**config.mk**
```make
export PLATFORM = sky130hd
export DESIGN_NAME = r2fft_ctrl
export DESIGN_NICKNAME = d
export VERILOG_FILES = /design/src/design/r2fft_pkg.sv /design/src/design/r2fft_ctrl.sv
export SDC_FILE = /design/constraint.sdc
export NUM_CORES = 1
export LEC_CHECK = 0
export CAP_MARGIN = 20
export CELL_PAD_IN_SITES_DETAIL_PLACEMENT = 0
export CELL_PAD_IN_SITES_GLOBAL_PLACEMENT = 1
export CORE_UTILIZATION = 45
export DETAILED_ROUTE_END_ITERATION = 16
export DONT_BUFFER_PORTS = 1
export GPL_TIMING_DRIVEN = 0
export PLACE_DENSITY_LB_ADDON = 0.1
export SYNTH_ARGS = -nofsm -noshare
export SYNTH_HDL_FRONTEND = slang
export SYNTH_SLANG_ARGS = --single-unit
```
**constraint.sdc**
```tcl
create_clock -name clk -period 4.1 [get_ports clk]
set_input_delay 0.615 -clock clk [delete_from_list [all_inputs] [get_ports clk]]
set_output_delay 0.615 -clock clk [all_outputs]
set_load 0.005 [all_outputs]
```
**src/design/r2fft_pkg.sv**
```systemverilog
// ----------------------------------------------------------------------------
// r2fft_pkg
// Shared types, codes and the sine table builder for the radix-2 FFT block.
// ----------------------------------------------------------------------------
package r2fft_pkg;

  localparam int DEF_MAX_POINTS = 1024;
  localparam int CFG_W          = 4;
  localparam int IN_DATA_W      = 48;
  localparam int OUT_DATA_W     = 64;
  localparam logic [CFG_W-1:0] LOG2_RESET = 4'd10;

  localparam logic OPC_LOAD = 1'b0;
  localparam logic OPC_READ = 1'b1;

  typedef enum logic [3:0] {
    BS_NONE,
    BS_RD,
    BS_M0,
    BS_M1,
    BS_M2,
    BS_M3,
    BS_M4,
    BS_W0,
    BS_W1
  } bf_step_t;

  typedef struct packed {
    logic     cfg_wr;
    logic     load;
    logic     xform_init;
    logic     read_req;
    logic     resp;
    bf_step_t step;
    logic     bf_next;
  } dp_cmd_t;

  typedef struct packed {
    logic out_free;
    logic last_load;
    logic bf_last;
    logic stage_last;
  } dp_status_t;

  // Quarter-wave sine entry in Q1.15 from a truncated Q30 Taylor series.
  function automatic logic [15:0] sine_entry(input int k, input int lg_max);
    logic [63:0]        x;
    logic [63:0]        x2;
    logic [63:0]        t;
    logic signed [63:0] sum;
    logic signed [63:0] v;
    x   = (64'd6746518852 * 64'(k) + (64'd1 << (lg_max - 1))) >> lg_max;
    x2  = (x * x) >> 30;
    t   = x;
    sum = $signed(x);
    t   = ((t * x2) >> 30) / 64'd6;
    sum = sum - $signed(t);
    t   = ((t * x2) >> 30) / 64'd20;
    sum = sum + $signed(t);
    t   = ((t * x2) >> 30) / 64'd42;
    sum = sum - $signed(t);
    t   = ((t * x2) >> 30) / 64'd72;
    sum = sum + $signed(t);
    t   = ((t * x2) >> 30) / 64'd110;
    sum = sum - $signed(t);
    t   = ((t * x2) >> 30) / 64'd156;
    sum = sum + $signed(t);
    t   = ((t * x2) >> 30) / 64'd210;
    sum = sum - $signed(t);
    t   = ((t * x2) >> 30) / 64'd272;
    sum = sum + $signed(t);
    if (sum < 0) begin
      sum = 0;
    end
    v = (sum + 64'sd16384) >>> 15;
    if (v > 64'sd32767) begin
      v = 64'sd32767;
    end
    return v[15:0];
  endfunction

  function automatic logic signed [33:0] round_q15(input logic signed [48:0] p);
    logic signed [48:0] q;
    q = p + 49'sd16384;
    return q[48:15];
  endfunction

  function automatic logic [31:0] sat32(input logic signed [34:0] v);
    logic [31:0] r;
    if (v[34:31] != {4{v[34]}}) begin
      r = v[34] ? 32'h8000_0000 : 32'h7fff_ffff;
    end else begin
      r = v[31:0];
    end
    return r;
  endfunction

endpackage

```
**src/design/r2fft_ctrl.sv**
```systemverilog
// ----------------------------------------------------------------------------
// r2fft_ctrl
// Controller that takes items and sequences each butterfly of the transform.
// ----------------------------------------------------------------------------
module r2fft_ctrl (
  input  logic                  clk,
  input  logic                  rst,
  input  logic                  s_tvalid,
  output logic                  s_tready,
  input  logic                  s_tuser,
  input  logic                  cfg_valid,
  output logic                  cfg_ready,
  input  r2fft_pkg::dp_status_t status,
  output r2fft_pkg::dp_cmd_t    cmd
);
  import r2fft_pkg::*;

  typedef enum logic [9:0] {
    ST_IDLE = 10'b00_0000_0001,
    ST_RESP = 10'b00_0000_0010,
    ST_RD   = 10'b00_0000_0100,
    ST_M0   = 10'b00_0000_1000,
    ST_M1   = 10'b00_0001_0000,
    ST_M2   = 10'b00_0010_0000,
    ST_M3   = 10'b00_0100_0000,
    ST_M4   = 10'b00_1000_0000,
    ST_W0   = 10'b01_0000_0000,
    ST_W1   = 10'b10_0000_0000
  } state_t;

  state_t state;
  state_t state_next;
  logic   accept;

  assign cfg_ready = (state == ST_IDLE);
  assign s_tready  = (state == ST_IDLE) && status.out_free && !cfg_valid;
  assign accept    = s_tvalid && s_tready;

  always_comb begin
    state_next     = state;
    cmd            = '0;
    cmd.step       = BS_NONE;
    cmd.cfg_wr     = cfg_valid && cfg_ready;
    case (state)
      ST_IDLE: begin
        if (accept && !cfg_valid) begin
          if (s_tuser == OPC_LOAD) begin
            cmd.load = 1'b1;
            if (status.last_load) begin
              cmd.xform_init = 1'b1;
              state_next     = ST_RD;
            end
          end else begin
            cmd.read_req = 1'b1;
            state_next   = ST_RESP;
          end
        end
      end
      ST_RESP: begin
        cmd.resp   = 1'b1;
        state_next = ST_IDLE;
      end
      ST_RD: begin
        cmd.step   = BS_RD;
        state_next = ST_M0;
      end
      ST_M0: begin
        cmd.step   = BS_M0;
        state_next = ST_M1;
      end
      ST_M1: begin
        cmd.step   = BS_M1;
        state_next = ST_M2;
      end
      ST_M2: begin
        cmd.step   = BS_M2;
        state_next = ST_M3;
      end
      ST_M3: begin
        cmd.step   = BS_M3;
        state_next = ST_M4;
      end
      ST_M4: begin
        cmd.step   = BS_M4;
        state_next = ST_W0;
      end
      ST_W0: begin
        cmd.step   = BS_W0;
        state_next = ST_W1;
      end
      ST_W1: begin
        cmd.step    = BS_W1;
        cmd.bf_next = 1'b1;
        state_next  = (status.bf_last && status.stage_last) ? ST_IDLE : ST_RD;
      end
      default: begin
        state_next = ST_IDLE;
      end
    endcase
  end

  always_ff @(posedge clk) begin
    if (rst) begin
      state <= ST_IDLE;
    end else begin
      state <= state_next;
    end
  end

endmodule

```
After elaboration in Yosys (flattened, before gate mapping) --
Index checks and enable logic that the tools add are counted.
Cells by class: equality and inequality tests 12, multiplexer cells 13, reduce and logical (&&, ||, !) cells 8
Operators by type and width (number):
- 10-bit case mux with 9 select lines | 1
- 4-bit case mux with 8 select lines | 1
- 10-bit two-way mux | 3
- 10-bit by 1-bit == test with 1-bit output (second input constant) | 1
- 10-bit == test (second input constant) | 1
- 10-bit by 2-bit == test with 1-bit output (second input constant) | 1
- 10-bit by 3-bit == test with 1-bit output (second input constant) | 1
- 10-bit by 4-bit == test with 1-bit output (second input constant) | 1
- 10-bit by 5-bit == test with 1-bit output (second input constant) | 1
- 10-bit by 6-bit == test with 1-bit output (second input constant) | 1
- 10-bit by 7-bit == test with 1-bit output (second input constant) | 1
- 10-bit by 8-bit == test with 1-bit output (second input constant) | 1
- 10-bit by 9-bit == test with 1-bit output (second input constant) | 1
- 3-bit two-way mux | 3
- 1-bit logical AND | 6
- 1-bit two-way mux | 4
- 3-bit by 2-bit != test with 1-bit output (second input constant) | 1
- 2-bit two-way mux | 1
- 2-bit by 1-bit != test with 1-bit output (second input constant) | 1
- 2-bit AND reduction | 1
- 1-bit logical NOT | 1
Word-level totals: bits in registers 10, bits of input ports 9, output and inout port bits 12, logic and storage cells 34

Logic depth before layout (Yosys ltp) --
Gate-level depths: netlist (run 1).
word-level depth 7, depth in mapped cells 6, mapped depth without buffers 4

Worst setup path before layout (run 1) --
OpenSTA, ideal clock, no wires.
path type reg2out, start register state[8], end output port cmd[7] (netlist name), arrival time 1.310 ns, data required time 3.485 ns, setup slack 2.175 ns, cell stages (with the launch flop) 7, path buffers 2, cell sequence dfxtp_1 > buf_6 > nor4_4 > and4b_1 > buf_4 > and3_4 > and2_1
RTL lines:
- start, declared | line r2fft_ctrl.sv:31 | state_t state;
- start signal, assigned | line r2fft_ctrl.sv:106 | state <= state_next;
- end, declared | line r2fft_ctrl.sv:14 | output r2fft_pkg::dp_cmd_t cmd

==> impl_metrics.py, run 1 <==
metrics = {
    "run_status": {
        "run_status": "finished, final reports clean",
    },
    "global_route": {
        "grt_max_degree": 9,
        "overflow": 0,
        "grt_pass1_vias": 526,
        "antenna_found_initial": 0,
        "grt_usage_pct": 22.20,
        "grt_pass1_wl_mm": 2.339,
    },
    "sta": {
        "fin_crit_sh_pct": 57.92,
        "setup_violations": 0,
        "finalHoldViolCount": 0,
        "worst_slack_ps": 1725,
        "report.final.slew_viol_count": 0,
        "fin_worst_skew_ps": 6.465,
        "tns_ps": 0,
        "grt_setup_unrepaired": "no",
        "worstMarginPinSlew_ps": 412.5,
        "slew-limit-headroom_pct": 72.24,
        "fmax_ghz": 0.4211,
        "period_minus_slack_ps": 2375,
    },
    "floorplanning": {
        "fp-row-count": 13,
        "dieArea_mm2": 0.001608,
        "core-area_mm2": 0.001318,
        "die_w_um": 40.10,
        "die_h_um": 40.10,
        "initial_core_util_pct": 49.57,
        "io_pins": 21,
    },
    "yosys": {
        "synthTopCellsByCount": "dfxtp_1 (10), nor2_1 (7), nand3_1 (5), and2_1 (4), and4b_1 (4)",
        "synth_top_cell_area_share_pct": 30.65,
        "syn_inst": 70,
        "yosys_most_used_dff": "dfxtp_1",
        "yosys.area.top_type": "dfxtp_1",
        "syn_area_um2": 653.1,
        "yosysMostFrequentCell": "dfxtp_1",
        "synth_edf_count": 0,
        "syn_nets": 79,
        "synthTopCellsByArea": "dfxtp_1 (31%), nor4_4 (9.8%), and4b_1 (6.1%), nor2_1 (4.0%), nand4b_1 (4.0%)",
        "yosysWarnings": 0,
        "ys_seq_area_share_pct": 30.65,
        "synth_seq_cells": 10,
        "synthArstFlopShare_pct": 0,
        "avgSynthCellArea_um2": 9.330,
        "synthDistinctLibCells": 32,
    },
    "finish": {
        "drive_above_1_share_pct": 16.22,
        "biggestRegsByFlops": "state x10",
        "nFillCells": 124,
        "largest_reg_flops": 10,
        "final-seq-area_um2": 200.2,
        "area_growth_pct": 8.429,
        "largest_register": "state",
        "multi_input_area_um2": 426.7,
        "design_area_um2": 708.2,
        "nNetsFinal": 84,
        "antennaDiodeCount": 0,
    },
    "drt": {
        "drc": 0,
        "num_vias": 552,
        "avgRoutedWirePerCell_um": 16.37,
        "drtIter0Drc": 4,
        "wl_mm": 1.457,
        "detail_route.first_pass.iterations": 3,
        "drtAntennaViolNets": 0,
        "via_per_inst": 6.202,
    },
    "worst_hold_path": {
        "worstHoldPathType": "primary input to flop",
        "hold_depth": 2,
    },
    "worst_setup_path": {
        "start_kind": "flop",
        "critPathKind": "flop to output port",
        "cp.required_ps": 3480,
        "cp-end-kind": "output port",
        "reg2reg_depth": 4,
        "worst-endpoint-arrival_ps": 1760,
        "cp_max_fo": 7,
    },
    "power": {
        "powerDensity_mw_per_mm2": 314.7,
        "max-vdd-ir-drop_v": 0.0001970,
        "p_leak_nw": 0.2633,
    },
    "clocking": {
        "post-cts-setup-buffers": 0,
        "ctsHoldBuffers": 0,
        "clk_root_buffer_cell": "clkbuf_4",
        "htree_num_levels": 1,
        "clockBufferDepth": 2,
        "insertion_delay_ps": 270,
        "post_cts_resized": 0,
        "cts_inserted_buffers": 3,
        "cts_num_sinks": 10,
        "clk_pin_slew_ps": 70,
        "tritoncts": "built",
    },
    "place": {
        "placed_area_um2": 671.9,
        "hpwlAfterDp_mm": 1.147,
        "io_buffers": 0,
        "place.gp.congestion": 0.7094,
        "place_ws_ps": 2020,
    },
    "run": {
        "maxCapViolCount": 0,
    },
}
[through the flow]
stage | util (%) | total power, mW | hold slack (ps) | std cells
floorplan | - | 0.1281 | 541.0 | 70
global placement | 51.00 | 0.1342 | 591.1 | 85
global route | 53.75 | 0.2335 | 556.7 | 89
detailed placement | 51.00 | 0.1348 | 585.0 | 85
finish | 53.75 | 0.2229 | 526.6 | 89
CTS | 53.75 | 0.2232 | 527.3 | 89
[logic make-up (layout without fill, tap and decap cells)]
kind of cell,after synthesis,in the layout,share of synthesized area [%]
simple gates,45,45,52.68
buf+inv,4,8,4.022
xor+xnor,3,3,4.024
flops,10,10,30.65
compound gates,8,8,8.620
[where the power goes]
group	internal [mW]	total, mW	switching, mW
sequential	0.0989	0.103	0.00396
clock	0.0540	0.0899	0.0359
combinational	0.0132	0.0301	0.0169
[cell type report]
class,count,area share [%]
tap,15,2.650
inverter,1,0.5300
clock buffer,4,5.124
sequential,10,28.27
buffer,3,3.180
multi-input combinational,56,60.25
[metal layers]
| metal | vias to the layer above | GRT usage [%] | share of wire, % |
|---|---|---|---|
| li1 | 272 | - | - |
| met2 | 15 | 37.50 | 46 |
| met3 | 2 | 3.333 | 5.3 |
| met4 | 0 | 7.759 | 1.0 |
| met5 | - | 0 | 0 |
| met1 | 263 | 28.28 | 47 |
[worst paths after layout]
kind / start / to / slack [ps]
max: state[5]$_SDFFE_PP0P_ / cmd[7] / 1730
min: status[0] / state[0]$_SDFFE_PP1P_ / 530
max reg2reg: state[5]$_SDFFE_PP0P_ / state[0]$_SDFFE_PP1P_ / 2470
min reg2reg: state[6]$_SDFFE_PP0P_ / state[7]$_SDFFE_PP0P_ / 600
[cells in the final DEF (no fill, tap or decap), types with 2 or more instances in the layout]
master and instances:
nor2_1 7, dfxtp_1 10, nand2b_1 3, and4b_1 4, xor2_1 2, and3_4 2, nand3_1 5, nor2b_1 2
nand4b_1 3, nand2_1 2, and2_1 4, clkbuf_4 3, nor4_4 3, and3b_1 2, nor3_1 3
[critical path, cell delays in order, from the launching register on]
cell	delay [ps]
dfxtp_1	390
nor4_2	390
and4b_1	240
buf_4	150
and3_4	190
and2_1	140
Note: power is estimated with default switching activity, not from simulation.
==> inputs of run 2 (changes only) <==
Settings changed: ABC_AREA set to 1, CORE_UTILIZATION 45 to 39.
Clock period 4.1 ns to 2.46 ns, I/O delays scaled along.
==> run 2 against run 1 <==
Net effect: sequential share of layout area fell by 2.0 points; die area grew 22%; worst hold slack got worse by 370 ps; clock power rose by 67%; clock skew decreased by 1.8 ps; cell count up 61%; critical path depth is 2 higher; first-iteration DRC count grew 100%; final area increased by 7.8%; register-to-register slack got worse by 1400 ps; combinational power up 85%; largest cell class unchanged.
==> impl_metrics.py, run 2 <==
metrics = {
    "place": {
        "io_buffers": 0,
        "hpwlAfterDp_mm": 1.212,
        "place.gp.congestion": 0.8243,
    },
    "floorplanning": {
        "fp-row-count": 14,
        "die_w_um": 44.27,
        "initial_core_util_pct": 43.72,
        "core-area_mm2": 0.001594,
        "dieArea_mm2": 0.001960,
        "io_pins": 21,
        "die_h_um": 44.27,
    },
    "finish": {
        "drive_above_1_share_pct": 13.45,
        "nNetsFinal": 129,
        "final_util_pct": 47.88,
        "antennaDiodeCount": 0,
        "layout_commonest_cell": "nor2_1",
        "area_growth_pct": 9.515,
        "biggestRegsByFlops": "state x10",
        "largest_register": "state",
        "largest_reg_flops": 10,
        "final_cell_mix": "nor2_1 (27), nand2_1 (22), inv_1 (21)",
    },
    "yosys": {
        "syn_nets": 124,
        "synth_edf_count": 0,
        "syn_inst": 115,
        "synthTopCellsByCount": "nor2_1 (27), nand2_1 (22), inv_1 (21), nand3_1 (12), dfxtp_1 (10)",
        "yosysMostFrequentCell": "nor2_1",
        "synthArstFlopShare_pct": 0,
        "yosys.area.top_type": "dfxtp_1",
        "synth_seq_cells": 10,
        "synthDistinctLibCells": 20,
        "yosys_most_used_dff": "dfxtp_1",
        "ys_seq_area_share_pct": 28.73,
        "synth_top_cell_area_share_pct": 28.73,
        "synthTopCellsByArea": "dfxtp_1 (29%), nor2_1 (15%), nand2_1 (12%), inv_1 (11%), nand3_1 (8.6%)",
        "avgSynthCellArea_um2": 6.060,
        "yosysWarnings": 0,
        "syn_area_um2": 696.9,
    },
    "clocking": {
        "cts_num_sinks": 10,
        "post-cts-setup-buffers": 0,
        "ctsHoldBuffers": 0,
        "tritoncts": "built",
        "htree_num_levels": 1,
        "clk_root_buffer_cell": "clkbuf_4",
        "insertion_delay_ps": 270,
        "clk_pin_slew_ps": 70,
        "clockBufferDepth": 2,
        "cts_inserted_buffers": 3,
        "post_cts_resized": 0,
    },
    "sta": {
        "fin_worst_skew_ps": 4.618,
        "setup_violations": 0,
        "grt_setup_unrepaired": "no",
        "report.final.slew_viol_count": 0,
        "worstMarginPinSlew_ps": 406.3,
        "period_minus_slack_ps": 1984,
        "finalHoldViolCount": 0,
        "tns_ps": 0,
        "fin_crit_sh_pct": 80.66,
        "fmax_ghz": 0.5040,
        "slew-limit-headroom_pct": 72.68,
    },
    "drt": {
        "num_vias": 682,
        "wl_mm": 1.456,
        "avgRoutedWirePerCell_um": 10.18,
        "drtAntennaViolNets": 0,
        "detail_route.first_pass.iterations": 4,
        "drc": 0,
        "drtIter0Drc": 8,
        "via_per_inst": 4.769,
    },
    "worst_setup_path": {
        "reg2reg_from": "state[6]$_SDFFE_PP0P_",
        "start_kind": "flop",
        "critPathKind": "flop to output port",
        "cp.required_ps": 2090,
        "worst-r2r-setup-slack_ps": 1030,
        "r2r-end": "state[7]$_SDFFE_PP0P_",
        "worst-endpoint-arrival_ps": 1620,
        "reg2reg_depth": 9,
        "cp-end-kind": "output port",
        "cp_max_fo": 5,
    },
    "power": {
        "max-vdd-ir-drop_v": 0.0002294,
        "powerDensity_mw_per_mm2": 488.3,
        "p_leak_nw": 0.3898,
    },
    "run_status": {
        "run_status": "finished, final reports clean",
    },
    "worst_hold_path": {
        "worstHoldPathType": "primary input to flop",
        "min_to": "state[1]$_SDFFE_PP0P_",
        "hold_path_startpoint": "rst",
        "hold_depth": 1,
    },
    "run": {
        "maxCapViolCount": 0,
    },
    "global_route": {
        "grt_max_degree": 11,
        "overflow": 0,
        "grt_usage_pct": 17.79,
        "grt_pass1_vias": 641,
        "grt_pass1_wl_mm": 2.470,
        "antenna_found_initial": 0,
    },
}
## run 2: metrics by stage
step / worst slack (ps) / cell area, µm² / hold slack (ps) / power [mW] / instances
floorplan: 892.8 / 696.9 / 439.9 / 0.2167 / 115
global placement: 740.5 / 726.9 / 447.8 / 0.2266 / 139
detailed placement: 734.0 / 726.9 / 446.9 / 0.2272 / 139
CTS: 431.0 / 763.2 / 150.2 / 0.3796 / 143
global route: 379.3 / 763.2 / 144.9 / 0.3948 / 143
finish: 475.9 / 763.2 / 161.1 / 0.3727 / 143
## run 2: layer usage
metal	vias up	routed length [µm]	global-route usage (%)	part of all wire, %
met5	-	0	0	0
met4	0	36	12.73	2.5
met3	4	97	4.490	6.7
met2	17	715	28.82	49
met1	297	608	20.20	42
li1	364	-	-	-
## run 2: critical path, cell delays in order, from the launching register on
cell and delay, ps:
dfxtp_1 340, nor2_2 150, nand2_2 120, nor3_4 250
inv_2 110, nor2_4 130, nand2_4 70, nor3b_2 180
## run 2: worst max path at each step
| stage | endpoint | start | cells past startpoint | slack [ps] |
|---|---|---|---|---|
| 6_report | cmd[7] | state[6]$_SDFFE_PP0P_ | 7 | 480 |
| 5_1_grt | cmd[7] | state[6]$_SDFFE_PP0P_ | 7 | 380 |
| 4_1_cts | cmd[7] | state[6]$_SDFFE_PP0P_ | 7 | 430 |
| 3_5_place_dp | cmd[7] | state[6]$_SDFFE_PP0P_ | 7 | 730 |
| 3_3_place_gp | cmd[7] | state[6]$_SDFFE_PP0P_ | 7 | 740 |
| 2_1_floorplan | cmd[7] | state[6]$_SDFFE_PP0P_ | 7 | 890 |
## run 2: cell families (layout without fill, tap and decap cells)
kind of cell / count (synthesis) / after routing / share of synthesized area [%]
buffers and inverters: 23 / 27 / 12.57
DFF: 10 / 10 / 28.73
and+or+nand+nor: 80 / 80 / 56.91
AOI/OAI and AO/OA: 2 / 2 / 1.795
## run 2: cell type report
type                    instances  area, µm²
multi-input cells              82      409.1
flip-flops and latches         10      200.2
inverters                      22      82.58
well taps                      24      30.03
clock buffers                   4      36.28
fillers                       172      830.8
plain buffers                   1      5.005
## run 2: power breakdown
group / internal (mW) / leakage [nW] / switching (mW)
logic: 0.0172 / 0.288 / 0.0385
registers: 0.165 / 0.0808 / 0.00187
clock network: 0.0899 / 0.0210 / 0.0604
